--- config.mk ---
export PLATFORM = sky130hd
export DESIGN_NAME = fifo_reader_writer_lock_arbiter
export DESIGN_NICKNAME = d
export VERILOG_FILES = /design/src/rtl/frwl_pkg.sv /design/src/rtl/frwl_cell.sv /design/src/rtl/fifo_reader_writer_lock_arbiter.sv
export SDC_FILE = /design/constraint.sdc
export NUM_CORES = 1
export LEC_CHECK = 0
export BUFFER_PORTS_ARGS = -buffer_cell sky130_fd_sc_hd__buf_2
export CORE_MARGIN = 1
export CORE_UTILIZATION = 45
export DETAILED_ROUTE_END_ITERATION = 7
export GPL_ROUTABILITY_DRIVEN = 0
export PLACE_DENSITY_LB_ADDON = 0.08
export REMOVE_ABC_BUFFERS = 1
export SLEW_MARGIN = 20
export SYNTH_ARGS = -nofsm -noshare
export SYNTH_HDL_FRONTEND = slang
export SYNTH_HIERARCHICAL = 1
export SYNTH_SLANG_ARGS = --single-unit
--- constraint.sdc ---
create_clock -name aclk -period 5.4 [get_ports aclk]
set_clock_uncertainty 0.1 [all_clocks]
set_input_delay 0.27 -clock aclk [delete_from_list [all_inputs] [get_ports aclk]]
set_output_delay 0.27 -clock aclk [all_outputs]
set_load 0.01 [all_outputs]
--- src/rtl/frwl_pkg.sv ---
package frwl_pkg;

    // Queue geometry
    localparam int QUEUE_DEPTH = 16;
    localparam int CNT_W       = $clog2(QUEUE_DEPTH + 1);

    // Grants that may follow one transaction
    localparam int MAX_GRANTS  = 16;
    localparam int GCNT_W      = $clog2(MAX_GRANTS + 1);

    // Field widths
    localparam int ID_W        = 4;
    localparam int RD_W        = 5;
    localparam logic [RD_W-1:0] READERS_MAX = 5'd31;

    typedef enum logic [1:0] {
        REQ_READ_LOCK    = 2'd0,
        REQ_READ_UNLOCK  = 2'd1,
        REQ_WRITE_LOCK   = 2'd2,
        REQ_WRITE_UNLOCK = 2'd3
    } req_type_t;

    typedef enum logic [2:0] {
        ST_GRANT      = 3'd0,
        ST_QUEUED     = 3'd1,
        ST_RELEASED   = 3'd2,
        ST_UNLOCK_ERR = 3'd3,
        ST_FULL       = 3'd4
    } status_t;

    typedef enum logic {
        FSM_IDLE = 1'b0,
        FSM_WALK = 1'b1
    } fsm_t;

    // One queued lock request
    typedef struct packed {
        logic            is_write;
        logic [ID_W-1:0] id;
    } entry_t;

    // Per-cell control from the queue controller
    typedef struct packed {
        logic load;
        logic shift;
    } cell_ctrl_t;

endpackage

--- src/rtl/frwl_cell.sv ---
module frwl_cell import frwl_pkg::*; (
    input  logic       aclk,
    input  cell_ctrl_t ctrl,
    input  entry_t     new_entry,
    input  entry_t     upstream,
    output entry_t     entry
);

    entry_t entry_reg;

    // Load the tail entry, or take the neighbor's entry when the head pops
    always_ff @(posedge aclk) begin
        if (ctrl.load) begin
            entry_reg <= new_entry;
        end else if (ctrl.shift) begin
            entry_reg <= upstream;
        end
    end

    assign entry = entry_reg;

endmodule

--- src/rtl/fifo_reader_writer_lock_arbiter.sv ---
// Channel   Ports                                          Direction
// s_        s_valid s_ready s_req_type s_requester_id     request in
// m_        m_valid m_ready m_status m_agent_id           result out
//           m_grant_is_write m_last
//
// A transaction is taken when s_valid meets s_ready; its acknowledgement and each grant that
// follows then leave through the output register at one result per cycle while m_ready
// does not stall, set by the single grant walk over the head cell of the queue. The next
// request is taken once the last result has moved to the output register.
// Reset (aresetn low, synchronous) empties the queue and frees the lock.
// A stall on m_ready freezes the walk; the output register holds its result.
module fifo_reader_writer_lock_arbiter import frwl_pkg::*; (
    input  logic            aclk,
    input  logic            aresetn,
    input  logic            s_valid,
    output logic            s_ready,
    input  logic [1:0]      s_req_type,
    input  logic [ID_W-1:0] s_requester_id,
    output logic            m_valid,
    input  logic            m_ready,
    output logic [2:0]      m_status,
    output logic [ID_W-1:0] m_agent_id,
    output logic            m_grant_is_write,
    output logic            m_last
);

    fsm_t              state_reg, state_next;
    logic [CNT_W-1:0]  count_reg;
    logic [RD_W-1:0]   readers_reg;
    logic              writer_reg;
    logic [GCNT_W-1:0] gcnt_reg;

    // Result waiting for the output register
    status_t           hold_status_reg;
    logic [ID_W-1:0]   hold_id_reg;
    logic              hold_wr_reg;

    logic              out_valid_reg;
    status_t           out_status_reg;
    logic [ID_W-1:0]   out_id_reg;
    logic              out_wr_reg;
    logic              out_last_reg;

    logic              do_accept, do_move, do_grant, grant_ok, out_free;
    req_type_t         req;
    entry_t            new_entry;
    entry_t            head;
    entry_t            cell_q [QUEUE_DEPTH];
    cell_ctrl_t        cell_ctrl [QUEUE_DEPTH];

    assign req       = req_type_t'(s_req_type);
    assign new_entry = '{is_write: s_req_type[1], id: s_requester_id};
    assign head      = cell_q[0];
    assign out_free  = !out_valid_reg || m_ready;

    // Head of the queue may be granted now
    always_comb begin
        grant_ok = (count_reg != '0) && !writer_reg && (gcnt_reg < GCNT_W'(MAX_GRANTS));
        if (head.is_write) begin
            grant_ok = grant_ok && (readers_reg == '0);
        end else begin
            grant_ok = grant_ok && (readers_reg != READERS_MAX);
        end
    end

    // Control outputs of the state machine
    always_comb begin
        s_ready   = (state_reg == FSM_IDLE);
        do_accept = s_ready && s_valid;
        do_move   = (state_reg == FSM_WALK) && out_free;
        do_grant  = do_move && grant_ok;
    end

    // Next state
    always_comb begin
        state_next = state_reg;
        unique case (state_reg)
            FSM_IDLE: begin
                if (s_valid) state_next = FSM_WALK;
            end
            FSM_WALK: begin
                if (out_free && !grant_ok) state_next = FSM_IDLE;
            end
            default: state_next = FSM_IDLE;
        endcase
    end

    // Chain of queue cells, cell 0 is the head
    for (genvar i = 0; i < QUEUE_DEPTH; i++) begin : g_cell
        entry_t up;
        if (i == QUEUE_DEPTH - 1) begin : g_end
            assign up = '0;
        end else begin : g_mid
            assign up = cell_q[i+1];
        end
        assign cell_ctrl[i].load  = do_accept && !req[0] &&
                                    (count_reg == CNT_W'(i));
        assign cell_ctrl[i].shift = do_grant;
        frwl_cell u_cell (
            .aclk      (aclk),
            .ctrl      (cell_ctrl[i]),
            .new_entry (new_entry),
            .upstream  (up),
            .entry     (cell_q[i])
        );
    end

    // Lock state, acknowledgement and grant walk
    always_ff @(posedge aclk) begin
        if (!aresetn) begin
            state_reg   <= FSM_IDLE;
            count_reg   <= '0;
            readers_reg <= '0;
            writer_reg  <= 1'b0;
            gcnt_reg    <= '0;
        end else begin
            state_reg <= state_next;
            if (do_accept) begin
                gcnt_reg    <= '0;
                hold_id_reg <= s_requester_id;
                hold_wr_reg <= s_req_type[1];
                unique case (req)
                    REQ_READ_LOCK, REQ_WRITE_LOCK: begin
                        if (count_reg == CNT_W'(QUEUE_DEPTH)) begin
                            hold_status_reg <= ST_FULL;
                        end else begin
                            count_reg       <= count_reg + 1'b1;
                            hold_status_reg <= ST_QUEUED;
                        end
                    end
                    REQ_READ_UNLOCK: begin
                        if (readers_reg == '0) begin
                            hold_status_reg <= ST_UNLOCK_ERR;
                        end else begin
                            readers_reg     <= readers_reg - 1'b1;
                            hold_status_reg <= ST_RELEASED;
                        end
                    end
                    REQ_WRITE_UNLOCK: begin
                        if (!writer_reg) begin
                            hold_status_reg <= ST_UNLOCK_ERR;
                        end else begin
                            writer_reg      <= 1'b0;
                            hold_status_reg <= ST_RELEASED;
                        end
                    end
                    default: hold_status_reg <= ST_UNLOCK_ERR;
                endcase
            end else if (do_grant) begin
                count_reg       <= count_reg - 1'b1;
                gcnt_reg        <= gcnt_reg + 1'b1;
                hold_status_reg <= ST_GRANT;
                hold_id_reg     <= head.id;
                hold_wr_reg     <= head.is_write;
                if (head.is_write) begin
                    writer_reg <= 1'b1;
                end else begin
                    readers_reg <= readers_reg + 1'b1;
                end
            end
        end
    end

    // Output register
    always_ff @(posedge aclk) begin
        if (!aresetn) begin
            out_valid_reg <= 1'b0;
        end else if (do_move) begin
            out_valid_reg  <= 1'b1;
            out_status_reg <= hold_status_reg;
            out_id_reg     <= hold_id_reg;
            out_wr_reg     <= hold_wr_reg;
            out_last_reg   <= !grant_ok;
        end else if (m_ready) begin
            out_valid_reg <= 1'b0;
        end
    end

    assign m_valid          = out_valid_reg;
    assign m_status         = out_status_reg;
    assign m_agent_id       = out_id_reg;
    assign m_grant_is_write = out_wr_reg;
    assign m_last           = out_last_reg;

`ifndef ASSERT_OFF
    a_count_bound: assert property (@(posedge aclk) disable iff (!aresetn)
        count_reg <= CNT_W'(QUEUE_DEPTH))
        else $error("queue count beyond depth");

    a_excl: assert property (@(posedge aclk) disable iff (!aresetn)
        !(writer_reg && (readers_reg != '0)))
        else $error("writer and readers hold the lock together");

    a_walk_after_accept: assert property (@(posedge aclk) disable iff (!aresetn)
        (s_valid && s_ready) |=> (state_reg == FSM_WALK))
        else $error("accepted transaction not walked");

    a_grant_not_last_ack: assert property (@(posedge aclk) disable iff (!aresetn)
        do_grant |=> (m_valid && !m_last))
        else $error("result before a grant marked last");
`endif

endmodule
==> results of run 1 <==
==> final cells by class <==
cell class | instances | area (um^2)
tap | 143 | 179
clock inverter | 9 | 41.3
sequential | 115 | 3270
multi-input combinational | 249 | 1950
inverter | 10 | 42.5
timing repair buffer | 20 | 100
clock buffer | 22 | 444
fill | 994 | 5390
==> worst min-delay path by stage <==
stage,cells past startpoint,endpoint,from,slack [ps]
6_report,3,m_valid,m_ready,110
3_5_place_dp,0,m_status[0],hold_status_reg[0],300
3_3_place_gp,0,m_agent_id[1],hold_id_reg[1],300
5_1_grt,3,m_valid,m_ready,110
2_1_floorplan,1,m_valid,aresetn,290
4_1_cts,3,m_valid,m_ready,90
==> logic make-up after synthesis <==
group	Yosys count	share of synthesized area
AOI/OAI and AO/OA	35	0.0509
xor gates and xnor gates	7	0.0116
adders and majority gates	11	0.0275
buffers and inverters	17	0.0133
DFF	115	0.620
muxes	81	0.172
other	1	0.000710
and+or+nand+nor	110	0.104
==> cells in the mapped netlist, types with 2 or more instances <==
master	count	share of area
a41oi_1	2	0.0033
xnor2_1	5	0.0083
ha_1	10	0.024
mux2_2	80	0.17
nor3_1	9	0.0085
nand2_1	33	0.023
nor2_1	23	0.016
o21ai_0	10	0.0095
or3_1	2	0.0024
nand3_1	11	0.010
a21boi_0	3	0.0043
nand2b_1	3	0.0036
edfxtp_1	97	0.55
a21oi_1	7	0.0066
and3_1	3	0.0036
dfxtp_1	18	0.068
a31oi_1	2	0.0024
clkbuf_1	5	0.0036
or2_2	16	0.019
and2_1	4	0.0047
xor2_1	2	0.0033
inv_1	9	0.0064
==> power groups by stage <==
stage | sequential [uW] | clock, uW | combinational (uW)
6_report | 1120 | 922 | 298
5_1_grt | 1130 | 988 | 334
4_1_cts | 1120 | 947 | 303
3_5_place_dp | 1140 | 0 | 301
3_3_place_gp | 1140 | 0 | 296
2_1_floorplan | 1130 | 0 | 227
==> layer usage <==
metal	share of wire	up-vias	global-route usage
li1	-	1481	-
met1	0.49	1473	0.225
met2	0.48	43	0.272
met3	0.030	4	0.0511
met4	0.0057	0	0.0705
met5	0	-	0
==> worst max-delay path: stages (launching register included) <==
cell,delay (ps)
dfxtp_1,320
nand2b_1,470
nor3_1,470
nand2_1,210
nor3_1,670
mux2_2,420
==> through the flow <==
stage,utilization,std cells,power (uW),area (um^2)
after floorplan,-,374,1350,5270
after global placement,0.486,537,1430,5550
after detailed placement,0.486,537,1440,5550
after CTS,0.528,568,2370,6030
after global routing,0.528,568,2450,6030
final,0.528,568,2340,6030
==> out/metrics.csv, run 1 <==
metric,value,unit
run_status,finished clean,
clk_pin_slew,50,ps
worstReg2RegEnd,g_cell[2].u_cell/entry[1],
port_buffers,20,
drc_errors,0,
arrival,2960,ps
drt_iter0_drc,129,
r2r_cells,5,
criticalPathCategory,reg -> reg,
worstMarginPinSlew,907,ps
dp_hpwl,6.22,mm
worstSetupStartpointType,flop,
power.leakage,0.00216,uW
cts.repair.resized,0,
rr_startpoint,state_reg,
cp-end-kind,flop,
setup_viol,0,
insertion_delay,400,ps
synth_edf_count,97,
synth-seq-cells,115,
path_max_fanout,19,
p_comb_frac,0.127,
diodes,0,
rsz0062_at_grt,false,
relSlewSlack,0.391,
pwr-share-seq,0.479,
grt_max_degree,25,
final_antenna_net_count,0,
htree_levels,4,
io_pins,21,
post-route-period-util,0.539,
viasPerCell,5.28,
largest_register_ffs,80,
synth_ff_type,edfxtp_1,
p_sw,565,uW
syn_area,5280,um^2
grt_pass1_vias,3009,
num_rows,39,
cp-startpoint,state_reg,
grt_pass1_wl,15.3,mm
cellInternalPower,1780,uW
irDropWorstVdd,0.000218,V
whs,108,ps
post_cts_buffers,0,
syn2layout_area_growth,14.2,%
start_util,0.463,
hold_buffers,0,
fin_setup_tns,0,ps
power.density,388,nW/um^2
vias,3001,
reg2reg_slack,2490,ps
maxSlewViolCount,0,
finalHoldViolCount,0,
layout-drive-gt1-share,0.348,
synthArstFlopShare,0,
synth_cell_types,45,
fin_nets,434,
ys_warn_count,6,
clockRootBuffer,clkbuf_16,
routed_wl,9.40,mm
timing.max_cap.violations,0,
die_area,12200,um^2
mostFrequentLayoutCell,edfxtp_1,
antenna_found_initial,0,
grt_overflow_total,0,
timing.fmax,0.344,GHz
critPathRequiredTime,5450,ps
synth_cells,377,
wl_per_cell,16.5,um
cts_tree,built,
dr.pass1.iters,4,
cts_buffers,17,
core_area,11400,um^2
setup_ws,2490,ps
die_w,110,um
avgSynthCellArea,14.0,um^2
cts.sinks,115,
post-place-ws,2530,ps
final_cell_mix,"97 x edfxtp_1, 80 x mux2_2, 33 x nand2_1",
track_usage,0.174,
power.share.clock,0.394,
power_switching_share,0.241,
cts_buffer_depth,2,
period_needed,2910,ps
seq_area_frac_synth,0.620,
hp-class,in -> reg,
die_height,110,um
endpoint,g_cell[2].u_cell/entry[1],
No activity file was read; power rests on OpenSTA's default activity.
==> inputs of run 2 (changes only) <==
- clock period: 5.4 -> 2.9 ns (I/O delays scaled with it)
==> out/metrics.csv, run 2 (synthesis gave the netlist of run 1 again) <==
metric,value,unit,change
place_area,5600,um^2,+0.95%
grt_overflow_total,0,,unchanged
syn2layout_area_growth,16.2,%,
die_area,12200,um^2,unchanged
mostFrequentLayoutCell,edfxtp_1,,
irDropWorstVdd,0.000395,V,+81%
cts_tree,built,,
diodes,0,,unchanged
io_pins,21,,unchanged
dp.cells,544,,+1.3%
finalPower,4510,uW,+93%
viasPerCell,5.33,,+0.90%
track_usage,0.183,,+0.00906
hold_buffers,1,,+1
crit_slowest_cell,or4b_4,,
htree_levels,4,,unchanged
largest_register_ffs,80,,unchanged
slowest_delay,480,ps,-190 ps
rr_startpoint,count_reg[1],,
routed_wl,9.71,mm,+3.4%
vias,3076,,+2.5%
antenna_found_initial,0,,unchanged
cp-startpoint,count_reg[1],,
hold_start,aresetn,,
final_antenna_net_count,0,,unchanged
critical_path_buf_inv_count,2,,+2
die_height,110,um,unchanged
cp-end-kind,flop,,
dp_hpwl,6.42,mm,+3.2%
path_cells,inv_1 -> ha_1 -> or4b_4 -> o2111a_4 -> nand2_8 -> inv_6 -> or2_2,,
path_max_fanout,24,,+5
n_fill_cell,992,,-0.20%
die_w,110,um,unchanged
fin_nets,442,,+1.8%
post-route-period-util,0.813,,+0.274
layout-drive-gt1-share,0.369,,+0.0204
cp_top_family,simple AND/OR/NAND/NOR gates,,
insertion_delay,420,ps,+20 ps
dr.pass1.iters,4,,unchanged
setup_viol,0,,unchanged
final_cell_mix,"97 x edfxtp_1, 80 x mux2_2, 33 x nand2_1",,
start_util,0.463,,unchanged
criticalPathCategory,reg -> reg,,
worstSetupStartpointType,flop,,
run_status,finished clean,,
wl_per_cell,16.8,um,+1.7%
layout.cells.non_filler,577,,+1.6%
power.density,735,nW/um^2,+89%
timing.max_cap.violations,0,,unchanged
relSlewSlack,0.588,,+0.197
timing.fmax,0.424,GHz,+23%
p_sw,1100,uW,+95%
clk_pin_slew,50,ps,about the same
seq_area,3270,um^2,unchanged
design_area,6140,um^2,+1.7%
post-place-ws,554,ps,-1980 ps
p_comb_frac,0.127,,about the same
worstMarginPinSlew,615,ps,-292 ps
port_buffers,20,,unchanged
cellInternalPower,3410,uW,+92%
cts_buffers,17,,unchanged
cts.repair.resized,0,,unchanged
num_rows,39,,unchanged
post_cts_buffers,0,,unchanged
hp-class,in -> reg,,
setup_ws,542,ps,-1950 ps
arrival,2410,ps,-550 ps
rsz0062_at_grt,false,,
grt_max_degree,25,,unchanged
cts_buffer_depth,2,,unchanged
finalHoldViolCount,0,,unchanged
pwr-share-seq,0.462,,-0.017
power_switching_share,0.244,,+0.00261
clockRootBuffer,clkbuf_16,,
grt_pass1_vias,3114,,+3.5%
power.leakage,0.00222,uW,+2.5%
multiInputGateArea,1950,um^2,unchanged
core_area,11400,um^2,unchanged
cts.sinks,115,,unchanged
drt_iter0_drc,188,,+46%
maxSlewViolCount,0,,unchanged
power.share.clock,0.411,,+0.017
fin_setup_tns,0,ps,unchanged
period_needed,2360,ps,-550 ps
grt_pass1_wl,16.0,mm,+4.8%
drc_errors,0,,unchanged
critPathRequiredTime,2950,ps,-2500 ps
-- run 2: cell count changes in the layout (fill, tap and decap cells not counted) --
cell	before	now
clkinv_2	6	7
clkinv_1	3	1
a21boi_0	2	3
clkinvlp_4	0	3
clkbuf_1	5	3
bufinv_16	0	1
dlygate4sd3_1	0	1
buf_4	0	7
a21boi_1	1	0
-- run 2: per-layer routing --
layer / wire [um] / share of wire / GRT usage / vias to the layer above
met5: 0 / 0 / 0 / -
met4: 223 / 0.023 / 0.0921 / 0
met3: 335 / 0.034 / 0.0500 / 22
met2: 4610 / 0.47 / 0.278 / 57
met1: 4550 / 0.47 / 0.239 / 1504
li1: - / - / - / 1493
-- run 2: final cells by class --
class | instances | area share
Timing Repair Buffer | 28 | 0.0265
Clock buffer | 20 | 0.0711
Clock inverter | 12 | 0.0149
Inverter | 10 | 0.00693
Sequential cell | 115 | 0.533
Multi-Input combinational cell | 249 | 0.318
Tap cell | 143 | 0.0291
-- run 2: worst min-delay path: cells and delay by family --
family | cells | cell delay (ps)
buf+inv | 1 | 210
compound gates | 1 | 40
simple gates | 1 | 100
-- run 2: through the flow --
step / hold WS [ps] / util
6_report: 21.7 / 0.538
5_1_grt: 55.7 / 0.538
2_1_floorplan: 163 / -
3_5_place_dp: 305 / 0.490
4_1_cts: 12.8 / 0.538
3_3_place_gp: 303 / 0.490
-- run 2: worst paths after layout --
check | slack, ps | depth (start not counted) | to
setup / recovery | 540 | 7 | g_cell[6].u_cell/entry[4]
setup reg to reg | 540 | 7 | g_cell[6].u_cell/entry[4]
hold reg to reg | 320 | 0 | m_status[1]
hold / removal | 20 | 3 | count_reg[4]
-- run 2: power groups by stage --
stage               sequential (uW)  combinational [uW]  clock (uW)
floorplan                      2100                 423           0
global placement               2120                 569           0
detailed placement             2120                 578           0
CTS                            2090                 582        1890
global route                   2100                 639        1960
finish                         2090                 574        1850
==> inputs of run 3 (changes only) <==
- ABC_AREA: default -> 1
- clock period: 2.9 -> 2.2 ns (I/O delays scaled with it)
==> out/metrics.csv, run 3 <==
metric,value,unit,change
synthTopCellsByArea,"edfxtp_1 54%, nand2_1 21%, dfxtp_1 6.7%, nor2_1 2.4%, ha_1 2.3%",,
cts_buffer_depth,2,,unchanged
design_area,6440,um^2,+5.0%
critPathRequiredTime,2190,ps,-760 ps
critical_path_buf_inv_count,4,,+2
power.leakage,0.00277,uW,+25%
synth_most_common_cell,nand2_1,,
largest_register_ffs,80,,unchanged
drc_errors,2,,+2
slowest_delay,410,ps,-70 ps
fin_nets,672,,+52%
routed_wl,11.2,mm,+15%
min_delay_path_depth,3,,unchanged
period_needed,2110,ps,-243 ps
timing.max_cap.violations,0,,unchanged
r2r_cells,9,,+2
antenna_found_initial,0,,unchanged
final_antenna_net_count,0,,unchanged
multiInputGateArea,1970,um^2,+0.83%
num_rows,39,,unchanged
power.share.clock,0.391,,-0.020
synth-seq-cells,115,,unchanged
synth_top_area_share,0.540,,-0.0113
yosysTopAreaCell,edfxtp_1,,
htree_levels,4,,unchanged
whs,60.5,ps,+38.8 ps
grt_max_degree,20,,-20%
cp_top_family,buffers and inverters,,
worstSetupStartpointType,flop,,
post-route-period-util,0.961,,+0.148
vias,3891,,+26%
maxSlewViolCount,0,,unchanged
synth_cells,586,,+55%
die_height,111,um,+1.0%
pwr-share-seq,0.441,,-0.021
crit_slowest_cell,dfxtp_1,,
diodes,0,,unchanged
synth_cell_types,30,,-33%
n_fill_cell,1020,,+2.8%
die_w,111,um,+1.0%
hp-class,in -> reg,,
final_cell_mix,"297 x nand2_1, 97 x edfxtp_1, 34 x nor2_1",,
finalHoldViolCount,0,,unchanged
ys_warn_count,6,,unchanged
cts.sinks,115,,unchanged
track_usage,0.202,,+0.0192
cp_num_cells,9,,+2
cellInternalPower,4950,uW,+45%
timing.fmax,0.473,GHz,+11%
syn_area,5390,um^2,+2.1%
path_cells,inv_1 -> ha_1 -> inv_1 -> nor2_1 -> a21oi_4 -> nand3_4 -> inv_1 -> buf_12 -> or2_1,,
p_comb_frac,0.168,,+0.041
avgSynthCellArea,9.20,um^2,-34%
grt_overflow_total,0,,unchanged
seq_area_frac_synth,0.607,,-0.0127
arrival,2110,ps,-300 ps
grt_pass1_wl,18.6,mm,+16%
seq_area,3270,um^2,unchanged
core_area,11600,um^2,+1.3%
drt_iter0_drc,197,,+4.8%
setup_viol,0,,unchanged
cts_tree,built,,
power.density,1040,nW/um^2,+41%
violations,design-rule violations,,
io_pins,21,,unchanged
synth_ff_type,edfxtp_1,,
grt_pass1_vias,3789,,+22%
rsz0062_at_grt,true,,
start_util,0.466,,+0.00367
cp-end-kind,flop,,
path_max_fanout,19,,-21%
post_cts_buffers,0,,unchanged
p_sw,1720,uW,+56%
criticalPathCategory,reg -> reg,,
irDropWorstVdd,0.000529,V,+34%
run_status,"complete, but fails checks",,
dp_hpwl,7.60,mm,+18%
die_area,12400,um^2,+2.0%
port_buffers,20,,unchanged
dr.pass1.iters,7,,+3
crit_top_cell,inv_1,,
viasPerCell,4.83,,-9.3%
insertion_delay,410,ps,about the same
cts_buffers,17,,unchanged
power_switching_share,0.257,,+0.0136
mostFrequentLayoutCell,nand2_1,,
clockRootBuffer,clkbuf_16,,
layout-drive-gt1-share,0.147,,-0.222
syn2layout_area_growth,19.5,%,
synthTopCellsByCount,"297 x nand2_1, 97 x edfxtp_1, 34 x nor2_1",,
clk_pin_slew,50,ps,about the same
synth_edf_count,97,,unchanged
place_area,5840,um^2,+4.4%
synthArstFlopShare,0,,unchanged
wl_per_cell,13.9,um,-18%
run 3: cell type report:
class,instances,share of cell area
Tap cell,143,0.0278
Inverter,38,0.0221
Clock inverter,8,0.0173
Sequential cell,115,0.508
Timing Repair Buffer,47,0.0501
Multi-Input combinational cell,432,0.306
Clock buffer,22,0.0689
run 3: power groups by stage:
stage               combinational [uW]  clock, uW  sequential, uW
finish                            1120       2610            2940
global route                      1270       2770            2980
CTS                               1110       2660            2940
detailed placement                1100          0            2980
global placement                  1080          0            2980
floorplan                          770          0            2940
run 3: final timing paths:
check / start / to / slack, ps
hold reg to reg: hold_id_reg[3] / m_agent_id[3] / 320
setup / recovery: count_reg[1] / g_cell[10].u_cell/entry[1] / 90
hold / removal: s_req_type[0] / hold_status_reg[1] / 60
setup reg to reg: count_reg[1] / g_cell[10].u_cell/entry[1] / 90
run 3: repair_timing:
| action | 4_1_cts | 5_1_grt |
|---|---|---|
| endpoints found under the hold margin | 8 | 0 |
| hold buffers | 3 | 0 |
| gates resized for setup | 0 | 5 |
| setup endpoints to repair | 0 | 80 |
run 3: through the flow:
| step | instances | util | worst slack [ps] | total power, uW | TNS (ps) |
|---|---|---|---|---|---|
| final | 805 | 0.557 | 85.4 | 6670 | 0 |
| after global routing | 805 | 0.557 | -62.1 | 7010 | -2730 |
| after CTS | 805 | 0.556 | 83.7 | 6720 | 0 |
| after detailed placement | 772 | 0.505 | 110 | 4080 | 0 |
| after global placement | 772 | 0.505 | 168 | 4060 | 0 |
| after floorplan | 585 | - | -35.3 | 3710 | -2370 |
run 3: cell families (layout without fill, tap and decap cells):
logic type,after synthesis,in the layout,synth area share
DFF,115,115,0.607
and+or+nand+nor,374,374,0.280
other,1,5,0.000696
adders and majority gates,11,11,0.0269
xor gates and xnor gates,13,13,0.0211
AOI/OAI and AO/OA,29,29,0.0311
buffers and inverters,43,115,0.0327
run 3: worst register-to-register path, stage by stage, from the launching register on:
cell and delay, ps:
dfxtp_1 410, inv_1 110, ha_1 220, inv_1 60, nor2_1 60, a21oi_4 160
nand3_4 140, inv_1 150, buf_12 160, or2_1 240
run 3: routing by layer:
metal | wire length, um | GRT usage | vias up | share of wire
met5 | 0 | 0 | - | 0
met4 | 188 | 0.0838 | 0 | 0.017
met3 | 450 | 0.0572 | 14 | 0.040
met2 | 5320 | 0.329 | 74 | 0.48
met1 | 5190 | 0.253 | 1791 | 0.47
li1 | - | - | 2012 | -
